--- config.mk ---
export PLATFORM = sky130hd
export DESIGN_NAME = strict_priority_multilevel_queue
export DESIGN_NICKNAME = d
export VERILOG_FILES = /design/src/hw/rtl/spmq_pkg.sv /design/src/hw/rtl/spmq_ram.sv /design/src/hw/rtl/spmq_front.sv /design/src/hw/rtl/spmq_fifo.sv /design/src/hw/rtl/spmq_back.sv /design/src/hw/rtl/strict_priority_multilevel_queue.sv
export SDC_FILE = /design/constraint.sdc
export NUM_CORES = 1
export LEC_CHECK = 0
export BUFFER_PORTS_ARGS = -buffer_cell sky130_fd_sc_hd__buf_4
export CELL_PAD_IN_SITES_DETAIL_PLACEMENT = 2
export CELL_PAD_IN_SITES_GLOBAL_PLACEMENT = 2
export CORE_MARGIN = 8
export CORE_UTILIZATION = 35
export CTS_CLUSTER_DIAMETER = 100
export DETAILED_ROUTE_END_ITERATION = 10
export GPL_ROUTABILITY_DRIVEN = 1
export GPL_TIMING_DRIVEN = 0
export MAX_ROUTING_LAYER = met4
export PLACE_DENSITY_LB_ADDON = 0.1
export RECOVER_POWER = 50
export SLEW_MARGIN = 25
export SYNTH_ARGS = -nofsm -noshare
export SYNTH_HDL_FRONTEND = slang
export SYNTH_SLANG_ARGS = --single-unit
--- constraint.sdc ---
create_clock -name clk -period 8.9 [get_ports clk]
set_input_delay 1.335 -clock clk [delete_from_list [all_inputs] [get_ports clk]]
set_output_delay 1.335 -clock clk [all_outputs]
set_load 0.02 [all_outputs]
--- src/hw/rtl/spmq_pkg.sv ---
// Shared types and codes for the strict-priority multilevel queue.
`default_nettype none
package spmq_pkg;

	localparam int CMD_W  = 2;
	localparam int LVL_W  = 3;
	localparam int DATA_W = 8;
	localparam int ST_W   = 2;
	localparam int CFG_W  = 4;

	// command codes on the input side
	localparam logic [CMD_W-1:0] CMD_ENQ  = 2'd0;
	localparam logic [CMD_W-1:0] CMD_DEQ  = 2'd1;
	localparam logic [CMD_W-1:0] CMD_PEEK = 2'd2;

	// result status codes
	localparam logic [ST_W-1:0] ST_OK    = 2'd0;
	localparam logic [ST_W-1:0] ST_EMPTY = 2'd1;
	localparam logic [ST_W-1:0] ST_FULL  = 2'd2;
	localparam logic [ST_W-1:0] ST_RANGE = 2'd3;

	localparam logic [CFG_W-1:0] LEVELS_RESET = 4'd8;

	// classified operation handed from front to back
	typedef enum logic [1:0] {
		OP_ENQ    = 2'd0,
		OP_DEQ    = 2'd1,
		OP_PEEK   = 2'd2,
		OP_REJECT = 2'd3
	} op_t;

	typedef struct packed {
		op_t               op;
		logic [LVL_W-1:0]  level;
		logic [DATA_W-1:0] item;
	} spmq_entry_t;

endpackage
`default_nettype wire

--- src/hw/rtl/spmq_ram.sv ---
// Generic simple dual-port RAM, one write port, one registered read port.
`default_nettype none
module spmq_ram #(
	parameter int WIDTH = 8,
	parameter int DEPTH = 64
) (
	input  wire logic                     clk,
	input  wire logic                     wr_en,
	input  wire logic [$clog2(DEPTH)-1:0] wr_addr,
	input  wire logic [WIDTH-1:0]         wr_data,
	input  wire logic                     rd_en,
	input  wire logic [$clog2(DEPTH)-1:0] rd_addr,
	output logic      [WIDTH-1:0]         rd_data
);

	logic [WIDTH-1:0] mem_q [DEPTH];

	always_ff @(posedge clk) begin
		if (wr_en) begin
			mem_q[wr_addr] <= wr_data;
		end
		if (rd_en) begin
			rd_data <= mem_q[rd_addr];
		end
	end

endmodule
`default_nettype wire

--- src/hw/rtl/spmq_front.sv ---
// Front end: takes input beats, range-checks and classifies them.
`default_nettype none
module spmq_front import spmq_pkg::*; #(
	parameter int LEVELS = 8
) (
	input  wire logic              s_tvalid,
	output logic                   s_tready,
	input  wire logic [15:0]       s_tdata,
	input  wire logic [CMD_W-1:0]  s_tuser,
	input  wire logic [CFG_W-1:0]  levels_in_use,
	input  wire logic              q_full,
	output logic                   push,
	output spmq_entry_t            push_entry
);

	logic [LVL_W-1:0]  lvl;
	logic [DATA_W-1:0] itm;
	logic              in_range;

	assign lvl = s_tdata[LVL_W-1:0];
	assign itm = s_tdata[LVL_W +: DATA_W];

	assign s_tready = !q_full;
	assign push     = s_tvalid && !q_full;

	always_comb begin
		in_range         = ({1'b0, lvl} < levels_in_use) && (int'(lvl) < LEVELS);
		push_entry.level = lvl;
		push_entry.item  = itm;
		unique case (s_tuser)
			CMD_ENQ:  push_entry.op = in_range ? OP_ENQ : OP_REJECT;
			CMD_DEQ:  push_entry.op = OP_DEQ;
			CMD_PEEK: push_entry.op = in_range ? OP_PEEK : OP_REJECT;
			default: begin
				// unused command: rejected, reported at level zero
				push_entry.op    = OP_REJECT;
				push_entry.level = '0;
			end
		endcase
	end

endmodule
`default_nettype wire

--- src/hw/rtl/spmq_fifo.sv ---
// Two-entry queue of classified operations between front and back.
`default_nettype none
module spmq_fifo import spmq_pkg::*; (
	input  wire logic         clk,
	input  wire logic         arst_n,
	input  wire logic         push,
	input  wire spmq_entry_t  push_entry,
	input  wire logic         pop,
	output spmq_entry_t       pop_entry,
	output logic              full,
	output logic              empty
);

	spmq_entry_t mem_q [2];
	logic        wr_q;
	logic        rd_q;
	logic [1:0]  cnt_q;

	assign full      = (cnt_q == 2'd2);
	assign empty     = (cnt_q == 2'd0);
	assign pop_entry = mem_q[rd_q];

	always_ff @(posedge clk) begin
		if (push) begin
			mem_q[wr_q] <= push_entry;
		end
	end

	always_ff @(posedge clk or negedge arst_n) begin
		if (!arst_n) begin
			wr_q  <= 1'b0;
			rd_q  <= 1'b0;
			cnt_q <= 2'd0;
		end else begin
			if (push) begin
				wr_q <= !wr_q;
			end
			if (pop) begin
				rd_q <= !rd_q;
			end
			if (push && !pop) begin
				cnt_q <= cnt_q + 2'd1;
			end else if (pop && !push) begin
				cnt_q <= cnt_q - 2'd1;
			end
		end
	end

endmodule
`default_nettype wire

--- src/hw/rtl/spmq_back.sv ---
// Back end: level lists, node store, free list and the result register.
`default_nettype none
module spmq_back import spmq_pkg::*; #(
	parameter int LEVELS    = 8,
	parameter int NODES     = 64,
	parameter int ITEM_BITS = 8
) (
	input  wire logic             clk,
	input  wire logic             arst_n,
	input  wire logic [CFG_W-1:0] levels_in_use,
	input  wire logic             q_empty,
	input  wire spmq_entry_t      q_entry,
	output logic                  q_pop,
	output logic                  m_tvalid,
	input  wire logic             m_tready,
	output logic [15:0]           m_tdata,
	output logic [ST_W-1:0]       m_tuser
);

	localparam int LVW  = $clog2(LEVELS);
	localparam int NIDX = $clog2(NODES);
	localparam int CW   = $clog2(NODES + 1);

	typedef enum logic [1:0] {
		BK_ISSUE = 2'b01,
		BK_EXEC  = 2'b10
	} bk_state_t;

	bk_state_t state_q;

	// list state
	logic [NIDX-1:0]  head_q [LEVELS];
	logic [NIDX-1:0]  tail_q [LEVELS];
	logic [LEVELS-1:0] nonempty_q;
	logic [CW-1:0]    fresh_q;
	logic [CW-1:0]    free_cnt_q;
	logic [NIDX-1:0]  free_head_q;

	// operation in flight
	op_t              op_q;
	logic [ST_W-1:0]  stat_q;
	logic [LVW-1:0]   lvl_q;
	logic [LVL_W-1:0] olvl_q;
	logic [NIDX-1:0]  node_q;
	logic             from_free_q;
	logic [ITEM_BITS-1:0] item_q;

	// result register
	logic              m_valid_q;
	logic [ST_W-1:0]   m_stat_q;
	logic [DATA_W-1:0] m_item_q;
	logic [LVL_W-1:0]  m_lvl_q;

	// issue decode
	logic              issue;
	logic [LEVELS-1:0] deq_mask;
	logic              deq_found;
	logic [LVW-1:0]    deq_lvl;
	logic [LVW-1:0]    ent_lvl;
	logic [LVW-1:0]    hd_idx;
	logic [NIDX-1:0]   hd_node;
	logic [ST_W-1:0]   iss_stat;
	logic [LVW-1:0]    iss_lvl;
	logic [LVL_W-1:0]  iss_olvl;
	logic [NIDX-1:0]   iss_node;
	logic              iss_from_free;

	// memory ports
	logic                 item_rd_en;
	logic [ITEM_BITS-1:0] item_rd;
	logic                 item_wr_en;
	logic                 next_rd_en;
	logic [NIDX-1:0]      next_rd_addr;
	logic [NIDX-1:0]      next_rd;
	logic                 next_wr_en;
	logic [NIDX-1:0]      next_wr_addr;
	logic [NIDX-1:0]      next_wr_data;

	logic                 commit;
	logic                 ok_q;
	logic [DATA_W-1:0]    res_item;

	assign issue   = (state_q == BK_ISSUE) && !q_empty;
	assign q_pop   = issue;
	assign commit  = (state_q == BK_EXEC) && (!m_valid_q || m_tready);
	assign ok_q    = (stat_q == ST_OK);
	assign ent_lvl = LVW'(q_entry.level);

	// lowest-numbered non-empty level under the limit
	always_comb begin
		deq_lvl = '0;
		for (int i = 0; i < LEVELS; i++) begin
			deq_mask[i] = nonempty_q[i] && (i < int'(levels_in_use));
		end
		for (int i = LEVELS - 1; i >= 0; i--) begin
			if (deq_mask[i]) begin
				deq_lvl = LVW'(i);
			end
		end
		deq_found = |deq_mask;
	end

	assign hd_idx  = (q_entry.op == OP_DEQ) ? deq_lvl : ent_lvl;
	assign hd_node = head_q[hd_idx];

	always_comb begin
		iss_stat      = ST_RANGE;
		iss_lvl       = ent_lvl;
		iss_olvl      = q_entry.level;
		iss_node      = hd_node;
		iss_from_free = 1'b0;
		item_rd_en    = 1'b0;
		next_rd_en    = 1'b0;
		next_rd_addr  = hd_node;
		case (q_entry.op)
			OP_ENQ: begin
				if (free_cnt_q != '0) begin
					iss_stat      = ST_OK;
					iss_node      = free_head_q;
					iss_from_free = 1'b1;
					next_rd_en    = issue;
					next_rd_addr  = free_head_q;
				end else if (fresh_q != CW'(NODES)) begin
					iss_stat = ST_OK;
					iss_node = NIDX'(fresh_q);
				end else begin
					iss_stat = ST_FULL;
				end
			end
			OP_DEQ: begin
				iss_lvl = deq_lvl;
				if (deq_found) begin
					iss_stat   = ST_OK;
					iss_olvl   = LVL_W'(deq_lvl);
					item_rd_en = issue;
					next_rd_en = issue;
				end else begin
					iss_stat = ST_EMPTY;
					iss_olvl = '0;
				end
			end
			OP_PEEK: begin
				if (nonempty_q[ent_lvl]) begin
					iss_stat   = ST_OK;
					item_rd_en = issue;
				end else begin
					iss_stat = ST_EMPTY;
				end
			end
			default: iss_stat = ST_RANGE;
		endcase
	end

	// commit-side writes
	always_comb begin
		item_wr_en   = commit && (op_q == OP_ENQ) && ok_q;
		next_wr_en   = 1'b0;
		next_wr_addr = node_q;
		next_wr_data = free_head_q;
		if (commit && ok_q && (op_q == OP_ENQ) && nonempty_q[lvl_q]) begin
			next_wr_en   = 1'b1;
			next_wr_addr = tail_q[lvl_q];
			next_wr_data = node_q;
		end else if (commit && ok_q && (op_q == OP_DEQ)) begin
			// freed node links onto the free list
			next_wr_en = 1'b1;
		end
	end

	always_comb begin
		res_item = '0;
		if (ok_q) begin
			res_item = (op_q == OP_ENQ) ? DATA_W'(item_q) : DATA_W'(item_rd);
		end
	end

	spmq_ram #(.WIDTH(ITEM_BITS), .DEPTH(NODES)) u_item_ram (
		.clk     (clk),
		.wr_en   (item_wr_en),
		.wr_addr (node_q),
		.wr_data (item_q),
		.rd_en   (item_rd_en),
		.rd_addr (hd_node),
		.rd_data (item_rd)
	);

	spmq_ram #(.WIDTH(NIDX), .DEPTH(NODES)) u_next_ram (
		.clk     (clk),
		.wr_en   (next_wr_en),
		.wr_addr (next_wr_addr),
		.wr_data (next_wr_data),
		.rd_en   (next_rd_en),
		.rd_addr (next_rd_addr),
		.rd_data (next_rd)
	);

	// payload registers
	always_ff @(posedge clk) begin
		if (issue) begin
			op_q        <= q_entry.op;
			stat_q      <= iss_stat;
			lvl_q       <= iss_lvl;
			olvl_q      <= iss_olvl;
			node_q      <= iss_node;
			from_free_q <= iss_from_free;
			item_q      <= ITEM_BITS'(q_entry.item);
		end
		if (commit) begin
			m_stat_q <= stat_q;
			m_item_q <= res_item;
			m_lvl_q  <= olvl_q;
			if (ok_q && (op_q == OP_ENQ)) begin
				tail_q[lvl_q] <= node_q;
				if (!nonempty_q[lvl_q]) begin
					head_q[lvl_q] <= node_q;
				end
				if (from_free_q) begin
					free_head_q <= next_rd;
				end
			end
			if (ok_q && (op_q == OP_DEQ)) begin
				head_q[lvl_q] <= next_rd;
				free_head_q   <= node_q;
			end
		end
	end

	// control registers
	always_ff @(posedge clk or negedge arst_n) begin
		if (!arst_n) begin
			state_q    <= BK_ISSUE;
			nonempty_q <= '0;
			fresh_q    <= '0;
			free_cnt_q <= '0;
			m_valid_q  <= 1'b0;
		end else begin
			unique case (state_q)
				BK_ISSUE: if (issue) state_q <= BK_EXEC;
				BK_EXEC:  if (commit) state_q <= BK_ISSUE;
				default:  state_q <= BK_ISSUE;
			endcase
			if (commit) begin
				m_valid_q <= 1'b1;
			end else if (m_tready) begin
				m_valid_q <= 1'b0;
			end
			if (commit && ok_q && (op_q == OP_ENQ)) begin
				nonempty_q[lvl_q] <= 1'b1;
				if (from_free_q) begin
					free_cnt_q <= free_cnt_q - CW'(1);
				end else begin
					fresh_q <= fresh_q + CW'(1);
				end
			end
			if (commit && ok_q && (op_q == OP_DEQ)) begin
				free_cnt_q <= free_cnt_q + CW'(1);
				// popped node was the tail: the level is now empty
				if (node_q == tail_q[lvl_q]) begin
					nonempty_q[lvl_q] <= 1'b0;
				end
			end
		end
	end

	assign m_tvalid = m_valid_q;
	assign m_tuser  = m_stat_q;
	assign m_tdata  = {{(16 - DATA_W - LVL_W){1'b0}}, m_lvl_q, m_item_q};

endmodule
`default_nettype wire

--- src/hw/rtl/strict_priority_multilevel_queue.sv ---
// Top level of the strict-priority multilevel queue with its register port.
`default_nettype none
// Strict-priority queue of LEVELS FIFO levels sharing one store of NODES nodes. Each input
// beat carries a command in s_tuser (enqueue, dequeue highest priority, peek a level) and
// returns exactly one result beat, in order, with a status in m_tuser (ok, empty, store
// full, level out of range). A dequeue serves the lowest-numbered non-empty level below
// min(levels_in_use, LEVELS); levels at or above a lowered limit keep their items. Freed
// nodes go to a free list and are reused; never-used nodes are handed out by a counter,
// so the store needs no clearing pass after reset. The front end range-checks and
// classifies beats into a two-entry queue, so input is taken while the back end works
// or while a result waits in the output register. The back end handles each command in
// an issue state, which reads the node memories (registered read), and an exec state,
// which commits the list updates and loads the result, and takes no new command until
// that commit; the commit waits while an earlier result is still not accepted.
// Register 0 (byte address 0): levels_in_use, 4 bits, reset 8; write only when idle.
module strict_priority_multilevel_queue import spmq_pkg::*; #(
	parameter int LEVELS    = 8,
	parameter int NODES     = 64,
	parameter int ITEM_BITS = 8
) (
	input  wire logic              clk,
	input  wire logic              arst_n,
	// input beats
	input  wire logic              s_tvalid,
	output logic                   s_tready,
	input  wire logic [15:0]       s_tdata,   // [2:0] level, [10:3] item, rest zero
	input  wire logic [CMD_W-1:0]  s_tuser,   // [1:0] command
	// result beats
	output logic                   m_tvalid,
	input  wire logic              m_tready,
	output logic [15:0]            m_tdata,   // [7:0] out_item, [10:8] out_level, rest zero
	output logic [ST_W-1:0]        m_tuser,   // [1:0] status
	// register port
	input  wire logic              psel,
	input  wire logic              penable,
	input  wire logic              pwrite,
	input  wire logic [2:0]        paddr,
	input  wire logic [31:0]       pwdata,
	output logic [31:0]            prdata,
	output logic                   pready
);

	localparam logic [2:0] ADDR_LEVELS = 3'd0;

	logic [CFG_W-1:0] levels_q;
	logic             cfg_wr;

	spmq_entry_t push_entry;
	spmq_entry_t pop_entry;
	logic        push;
	logic        pop;
	logic        q_full;
	logic        q_empty;

	// register port: always ready, one register
	assign pready = 1'b1;
	assign cfg_wr = psel && penable && pwrite && pready && (paddr == ADDR_LEVELS);
	assign prdata = (paddr == ADDR_LEVELS) ? {{(32 - CFG_W){1'b0}}, levels_q} : '0;

	always_ff @(posedge clk or negedge arst_n) begin
		if (!arst_n) begin
			levels_q <= LEVELS_RESET;
		end else if (cfg_wr) begin
			levels_q <= pwdata[CFG_W-1:0];
		end
	end

	spmq_front #(.LEVELS(LEVELS)) u_front (
		.s_tvalid      (s_tvalid),
		.s_tready      (s_tready),
		.s_tdata       (s_tdata),
		.s_tuser       (s_tuser),
		.levels_in_use (levels_q),
		.q_full        (q_full),
		.push          (push),
		.push_entry    (push_entry)
	);

	spmq_fifo u_fifo (
		.clk        (clk),
		.arst_n     (arst_n),
		.push       (push),
		.push_entry (push_entry),
		.pop        (pop),
		.pop_entry  (pop_entry),
		.full       (q_full),
		.empty      (q_empty)
	);

	spmq_back #(
		.LEVELS    (LEVELS),
		.NODES     (NODES),
		.ITEM_BITS (ITEM_BITS)
	) u_back (
		.clk           (clk),
		.arst_n        (arst_n),
		.levels_in_use (levels_q),
		.q_empty       (q_empty),
		.q_entry       (pop_entry),
		.q_pop         (pop),
		.m_tvalid      (m_tvalid),
		.m_tready      (m_tready),
		.m_tdata       (m_tdata),
		.m_tuser       (m_tuser)
	);

	// queue can never be full and empty at once
	a_q_state: assert property (@(posedge clk) disable iff (!arst_n)
		!(q_full && q_empty))
		else $error("command queue full and empty together");

	// any non-ok result carries a zero item
	a_err_item: assert property (@(posedge clk) disable iff (!arst_n)
		(m_tvalid && (m_tuser != ST_OK)) |-> (m_tdata[DATA_W-1:0] == '0))
		else $error("error result with nonzero item");

	// a register write lands in the limit register
	a_cfg_wr: assert property (@(posedge clk) disable iff (!arst_n)
		cfg_wr |=> (levels_q == $past(pwdata[CFG_W-1:0])))
		else $error("levels_in_use write lost");

	// a popped command is never taken from an empty queue
	a_pop: assert property (@(posedge clk) disable iff (!arst_n)
		pop |-> !q_empty)
		else $error("pop from empty command queue");

endmodule
`default_nettype wire
==> metrics, run 1 <==
Setup Crit Path Kind flip-flop to flip-flop; FFs w/ async S/R, synth 2.97%; CP Capture Type flip-flop; Placed Cells incl. Taps 5015; first drt pass iteration count 5; endpoints failing setup 0; largest net degree at the start of global routing 65; starting density of the core 35.2%; hold crit path type flip-flop to flip-flop; H-tree Lvls 4; Wirelength per Cell 30.9 um; Mapped Cells 3138; clock latency on the worst-skew pair 0.77 ns; Longest Clk Path Bufs 3; syn_area_per_cell 14.7 um2; RSZ-0062 raised after global routing no; count of cell types in the netlist 92; Total GRT Usage 23.1%; CTS clk-pin slew, worst paths 0.06 ns; Final period util 93.8%; I/O Pins 113; via count 28800; Via density 5.48; Max-Cap Viols 4; cts repair resizes 0; Layout Skew 0.0229 ns; DIE WIDTH 379 um; setup TNS 0 ns; sequential share of the synthesized area 71.9%; DRT iter0 DRCs 1888; R2R Setup Slk 0.55 ns; gr ovfl total 0; number of global-route vias before repair 31700; most common cell after layout, fill and taps aside edfxtp_1; root buffer cell clkbuf_16; Final Hold Viols 0; Total Wirelength 163000 um; relative slew slack -81.7%; max frequency 120 MHz; post-detail-place hpwl 116000 um; failing checks capacitance limit, slew limit; top sig layer met4; Critical Path AT 8.90 ns; Routed met2 length 82500 um; placeable core region 131000 um2; hold-fix buffers at CTS 0; row count 133; Max FO, Critical Path 10; fin nets 3470; DRC violations left 0; top_reg_cell synth edfxtp_1; metal3 WL 6240 um; Worst Tran Pin Value 2.70 ns; first-pass GRT wire length 232000 um; Post-DRT Antenna Nets 0; Die Area 144000 um2; crit path time final 8.35 ns; Setup crit start kind flip-flop; Req. time, crit path 9.45 ns; CTS Buf Count 133; initial antenna violation count 3; Fillers 13000; synthesized area 46200 um2; die height 379 um; commonest non-fill, non-tap cells in the layout edfxtp_1, nand2_1, mux2i_1; I/O Buffers 45; max-slew violations 64; Synthesis Warnings 0; share of cells above drive strength 1 11.1%; clock sinks 1112; Placer Congestion 0.913; Post-synth EDFFs 1076; outcome finished with violations; Area Growth Syn to Fin 15.3%; Final Non-Filler Cells 5255; TritonCTS clock tree yes; #FFs+latches synth 1112; Post-CTS Setup Inserts 0; Metal-1 WL 68300 um
[worst max-delay path, cell delays in order (launching register included)]
cell and delay (ns):
dfrtp_1 0.32, clkbuf_1 0.30, clkbuf_1 0.58, mux2i_1 0.43
inv_1 0.14, ha_1 0.28, inv_1 0.25, a22o_1 0.51
nor2_2 0.18, inv_2 0.13, buf_2 0.30, a221o_1 0.23
nand4_1 0.71, o21ai_2 1.10, nand2_1 0.71, clkbuf_1 0.57
o22ai_1 0.63, a2bb2oi_1 0.27, o32ai_1 0.14, nor3_1 0.32
[cell families after synthesis]
logic type / after synthesis / share of synthesized area (%)
flops: 1112 / 71.9
simple gates: 909 / 9.09
compound gates: 533 / 8.38
mux: 306 / 7.20
buf+inv: 238 / 2.56
xor+xnor: 23 / 0.436
fa+ha+maj: 15 / 0.423
other cells: 2 / 0.0163
[layer usage]
layer	global-route usage, %	up-vias
met3	3.53	270
met5	-	-
li1	-	12600
met2	39.6	645
met4	7.58	0
met1	27.9	15300
[state kept, by name, summed over array words and instances (netlist names), 3 cells and up, named ones only]
register	flops
u_back.u_next_ram.rd_data	6
u_back.nonempty_q	8
u_back.olvl_q	3
u_back.u_item_ram.rd_data	8
u_back.m_item_q	8
u_back.item_q	8
u_back.node_q	6
u_back.u_next_ram.mem_q	384
u_back.free_head_q	6
u_back.m_lvl_q	3
u_back.head_q	48
u_back.fresh_q	7
u_back.u_item_ram.mem_q	512
u_fifo.mem_q	26
u_back.lvl_q	3
u_back.tail_q	48
levels_q	4
u_back.free_cnt_q	7
[layout make-up]
type	instances	area (um2)	area share (%)
flip-flops and latches	1112	33200	62.4
multi-input cells	1820	12000	22.5
clock buffers	165	3480	6.54
well taps	1755	2200	4.13
plain buffers	211	1080	2.02
clock inverters	74	726	1.36
repair buffers	90	494	0.928
inverters	27	104	0.195
diodes	1	2.50	0.00470
[synthesized netlist by cell type (11+ instances only)]
cell | count | area [um2]
edfxtp_1 | 1076 | 32300
nand2_1 | 374 | 1400
mux2i_1 | 252 | 2520
a211oi_1 | 203 | 1520
nor2_1 | 184 | 691
clkbuf_1 | 103 | 387
a21oi_1 | 95 | 475
nand3_1 | 71 | 355
and2_1 | 66 | 413
and2_0 | 50 | 313
nor3_1 | 48 | 240
buf_2 | 45 | 225
buf_4 | 41 | 308
o21ai_0 | 41 | 205
a311oi_1 | 38 | 333
mux2_2 | 37 | 417
a32oi_1 | 32 | 280
dfrtp_1 | 31 | 776
nand4_1 | 29 | 181
inv_1 | 23 | 86.3
o22ai_1 | 18 | 113
mux4_2 | 16 | 360
a31oi_1 | 15 | 93.8
ha_1 | 14 | 175
nor4_1 | 14 | 87.6
xnor2_1 | 14 | 123
and3_1 | 12 | 75.1
buf_1 | 12 | 45.0
nand2b_1 | 11 | 68.8
or4_1 | 11 | 82.6
[path summary, 6_finish.rpt]
kind / to / depth (start not counted) / start
min reg2reg: u_back.m_lvl_q[2] / 0 / u_back.olvl_q[2]
max reg2reg: u_back.u_next_ram.rd_data[5] / 19 / u_fifo.rd_q
max in group asynchronous: u_back.state_q[1] / 1 / arst_n
min in group asynchronous: u_back.free_cnt_q[3] / 1 / arst_n
max: u_back.u_next_ram.rd_data[5] / 19 / u_fifo.rd_q
min: u_back.m_lvl_q[2] / 0 / u_back.olvl_q[2]
[metrics by stage]
| stage | instance area [um2] | hold WS, ns | util [%] | worst slack (ns) |
|---|---|---|---|---|
| after global routing | 53200 | 0.446 | 40.6 | 0.242 |
| after floorplan | 46300 | 0.400 | - | 3.30 |
| after CTS | 53900 | 0.431 | 41.1 | 0.586 |
| after detailed placement | 49700 | 0.418 | 37.9 | 0.610 |
| final | 53200 | 0.424 | 40.6 | 0.555 |
| after global placement | 48800 | 0.405 | 37.2 | -1.91 |
Power of run 1 is not shown: default switching activity piles up to over one toggle a cycle in this logic, so the estimate is an artifact.
==> run 2: changes to the inputs <==
--- a/config.mk
+++ b/config.mk
@@ -9,7 +9,7 @@
 export CELL_PAD_IN_SITES_DETAIL_PLACEMENT = 2
 export CELL_PAD_IN_SITES_GLOBAL_PLACEMENT = 2
 export CORE_MARGIN = 8
-export CORE_UTILIZATION = 35
+export CORE_UTILIZATION = 50
 export CTS_CLUSTER_DIAMETER = 100
 export DETAILED_ROUTE_END_ITERATION = 10
 export GPL_ROUTABILITY_DRIVEN = 1
==> run 2 against run 1 <==
Effect of this change:
- the run still ends with capacitance limit, slew limit left
- first-iteration DRC count grew 82%
- global-route usage up 12 points
- non-clock buffer count fell by 5
- hold slack better by 0.0044 ns
- final area is 2.3% lower
- cell count down 11%
- via count increased by 8.5%
- wire length increased by 9.3%
- critical path depth unchanged
- worst setup slack worse by 0.47 ns
- clock skew grew 0.0046 ns
- maximum frequency is 5.4% lower
==> metrics, run 2 (same netlist as run 1, synthesis figures left out) <==
cts repair resizes 0 (unchanged); share of cells above drive strength 1 10.3% (-0.75 points); Critical Path AT 9.29 ns (+0.39 ns); Layout Skew 0.0275 ns (+0.00464 ns); register area 33200 um2 (unchanged); TritonCTS clock tree yes; die height 320 um (-16%); pre-CTS WS 0.786 ns (+0.176 ns); Max FO, Critical Path 10 (unchanged); Final Hold Viols 0 (unchanged); fin nets 3447 (-0.66%); Longest Clk Path Bufs 3 (unchanged); placeable core region 91500 um2 (-30%); gr ovfl total 0 (unchanged); DIE WIDTH 320 um (-16%); Largest regs u_back.u_item_ram.mem_q (512), u_back.u_next_ram.mem_q (384); most flop-heavy register u_back.u_item_ram.mem_q; starting density of the core 50.4% (+15 points); root buffer cell clkbuf_16; DRT iter0 DRCs 3442 (+82%); largest net degree at the start of global routing 65 (unchanged); DRC violations left 0 (unchanged); Final WS setup 0.0808 ns (-0.474 ns); relative slew slack -55.5% (+26 points); endpoints failing setup 0 (unchanged); most common cell after layout, fill and taps aside edfxtp_1; placed inst area 48900 um2 (-1.7%); clock latency on the worst-skew pair 0.72 ns (-0.05 ns); post-detail-place hpwl 117000 um (+0.48%); end-of-flow core utilization 56.8% (+16 points); Setup crit start kind flip-flop; clock sinks 1112 (unchanged); Area Growth Syn to Fin 12.6%; first-pass GRT wire length 253000 um (+9.1%); hold-fix buffers at CTS 0 (unchanged); Final Cell Area 52000 um2 (-2.3%); initial antenna violation count 9 (+6); Total Wirelength 178000 um (+9.3%); CP Capture Type flip-flop; Final period util 99.1% (+5.3 points); max frequency 113 MHz (-5.4%); outcome finished with violations; Setup Crit Path Kind flip-flop to flip-flop; Post-DRT Antenna Nets 0 (unchanged); I/O Pins 113 (unchanged); Die Area 102000 um2 (-29%); area of the multi-input gates 11900 um2 (about the same); failing checks capacitance limit, slew limit; hold crit path type flip-flop to flip-flop; Largest register FFs 512 (unchanged); commonest non-fill, non-tap cells in the layout edfxtp_1, nand2_1, mux2i_1; max-slew violations 164 (+160%); H-tree Lvls 3 (-1); Via density 6.71 (+22%); Fillers 8012 (-38%); first drt pass iteration count 5 (unchanged); crit path time final 8.82 ns (+0.474 ns); Req. time, crit path 9.37 ns (-0.08 ns); Wirelength per Cell 38.2 um (+23%); Post-CTS Setup Inserts 0 (unchanged); Placer Congestion 0.903 (-1.0%); Worst Tran Pin Value 2.33 ns (-0.363 ns); via count 31300 (+8.5%); I/O Buffers 45 (unchanged); row count 111 (-17%); RSZ-0062 raised after global routing no; CTS Buf Count 115 (-14%); Max-Cap Viols 8 (+4); Total GRT Usage 35.0% (+12 points); number of global-route vias before repair 34000 (+7.4%); CTS clk-pin slew, worst paths 0.06 ns (about the same)
## run 2: cell count changes in the layout (fill, tap and decap cells not counted), sizes merged, moves of 5 or more
| cell | delta |
|---|---|
| diode | +5 |
| clkbuf | -24 |
| clkinv | -10 |
| inv | -6 |
| bufinv | +5 |
## run 2: final timing paths
kind	start	end	slack, ns	depth (start not counted)
max reg2reg	u_fifo.rd_q	u_back.u_next_ram.rd_data[5]	0.08	19
max	u_fifo.rd_q	u_back.u_next_ram.rd_data[5]	0.08	19
min reg2reg	u_back.olvl_q[1]	u_back.m_lvl_q[1]	0.43	0
max in group asynchronous	arst_n	u_back.free_cnt_q[5]	6.36	1
min in group asynchronous	arst_n	u_back.fresh_q[5]	1.27	1
min	u_back.olvl_q[1]	u_back.m_lvl_q[1]	0.43	0
## run 2: routing by layer
layer / routed length (um) / GRT usage, %
met5: 0 / -
met4: 11200 / 17.5
met3: 12400 / 5.77
met2: 88800 / 59.1
met1: 65300 / 40.7
## run 2: critical path, stage by stage, from the launching register on
cell       delay [ns]
dfrtp_1          0.34
clkbuf_1         0.28
clkbuf_1         0.58
mux2i_1          0.48
inv_1            0.15
ha_1             0.31
nor2b_1          0.22
a22o_1           0.36
nor2_2           0.42
inv_2            0.13
buf_2            0.27
o2111ai_1        0.31
nand4_1          0.84
o21ai_2          1.13
nand2_1          0.73
clkbuf_1         0.60
o22ai_1          0.53
a2bb2oi_1        0.31
o32ai_1          0.15
nor3_1           0.42
## run 2: area by class of cell
type | count | area share (%)
Antenna cell | 6 | 0.0289
Buffer | 211 | 2.07
Clock buffer | 144 | 5.85
Clock inverter | 65 | 1.34
Inverter | 27 | 0.200
Multi-Input combinational cell | 1820 | 23.0
Sequential cell | 1112 | 63.9
Tap cell | 1186 | 2.85
Timing Repair Buffer | 85 | 0.833
## run 2: metrics by stage
stage | std cells | hold WS [ns] | setup TNS [ns]
floorplan | 3170 | 0.400 | 0
global placement | 4401 | 0.412 | -69.87
detailed placement | 4441 | 0.424 | 0
CTS | 4650 | 0.433 | 0
global route | 4656 | 0.451 | 0
finish | 4656 | 0.429 | 0
Power of run 2 is left out for the same reason.
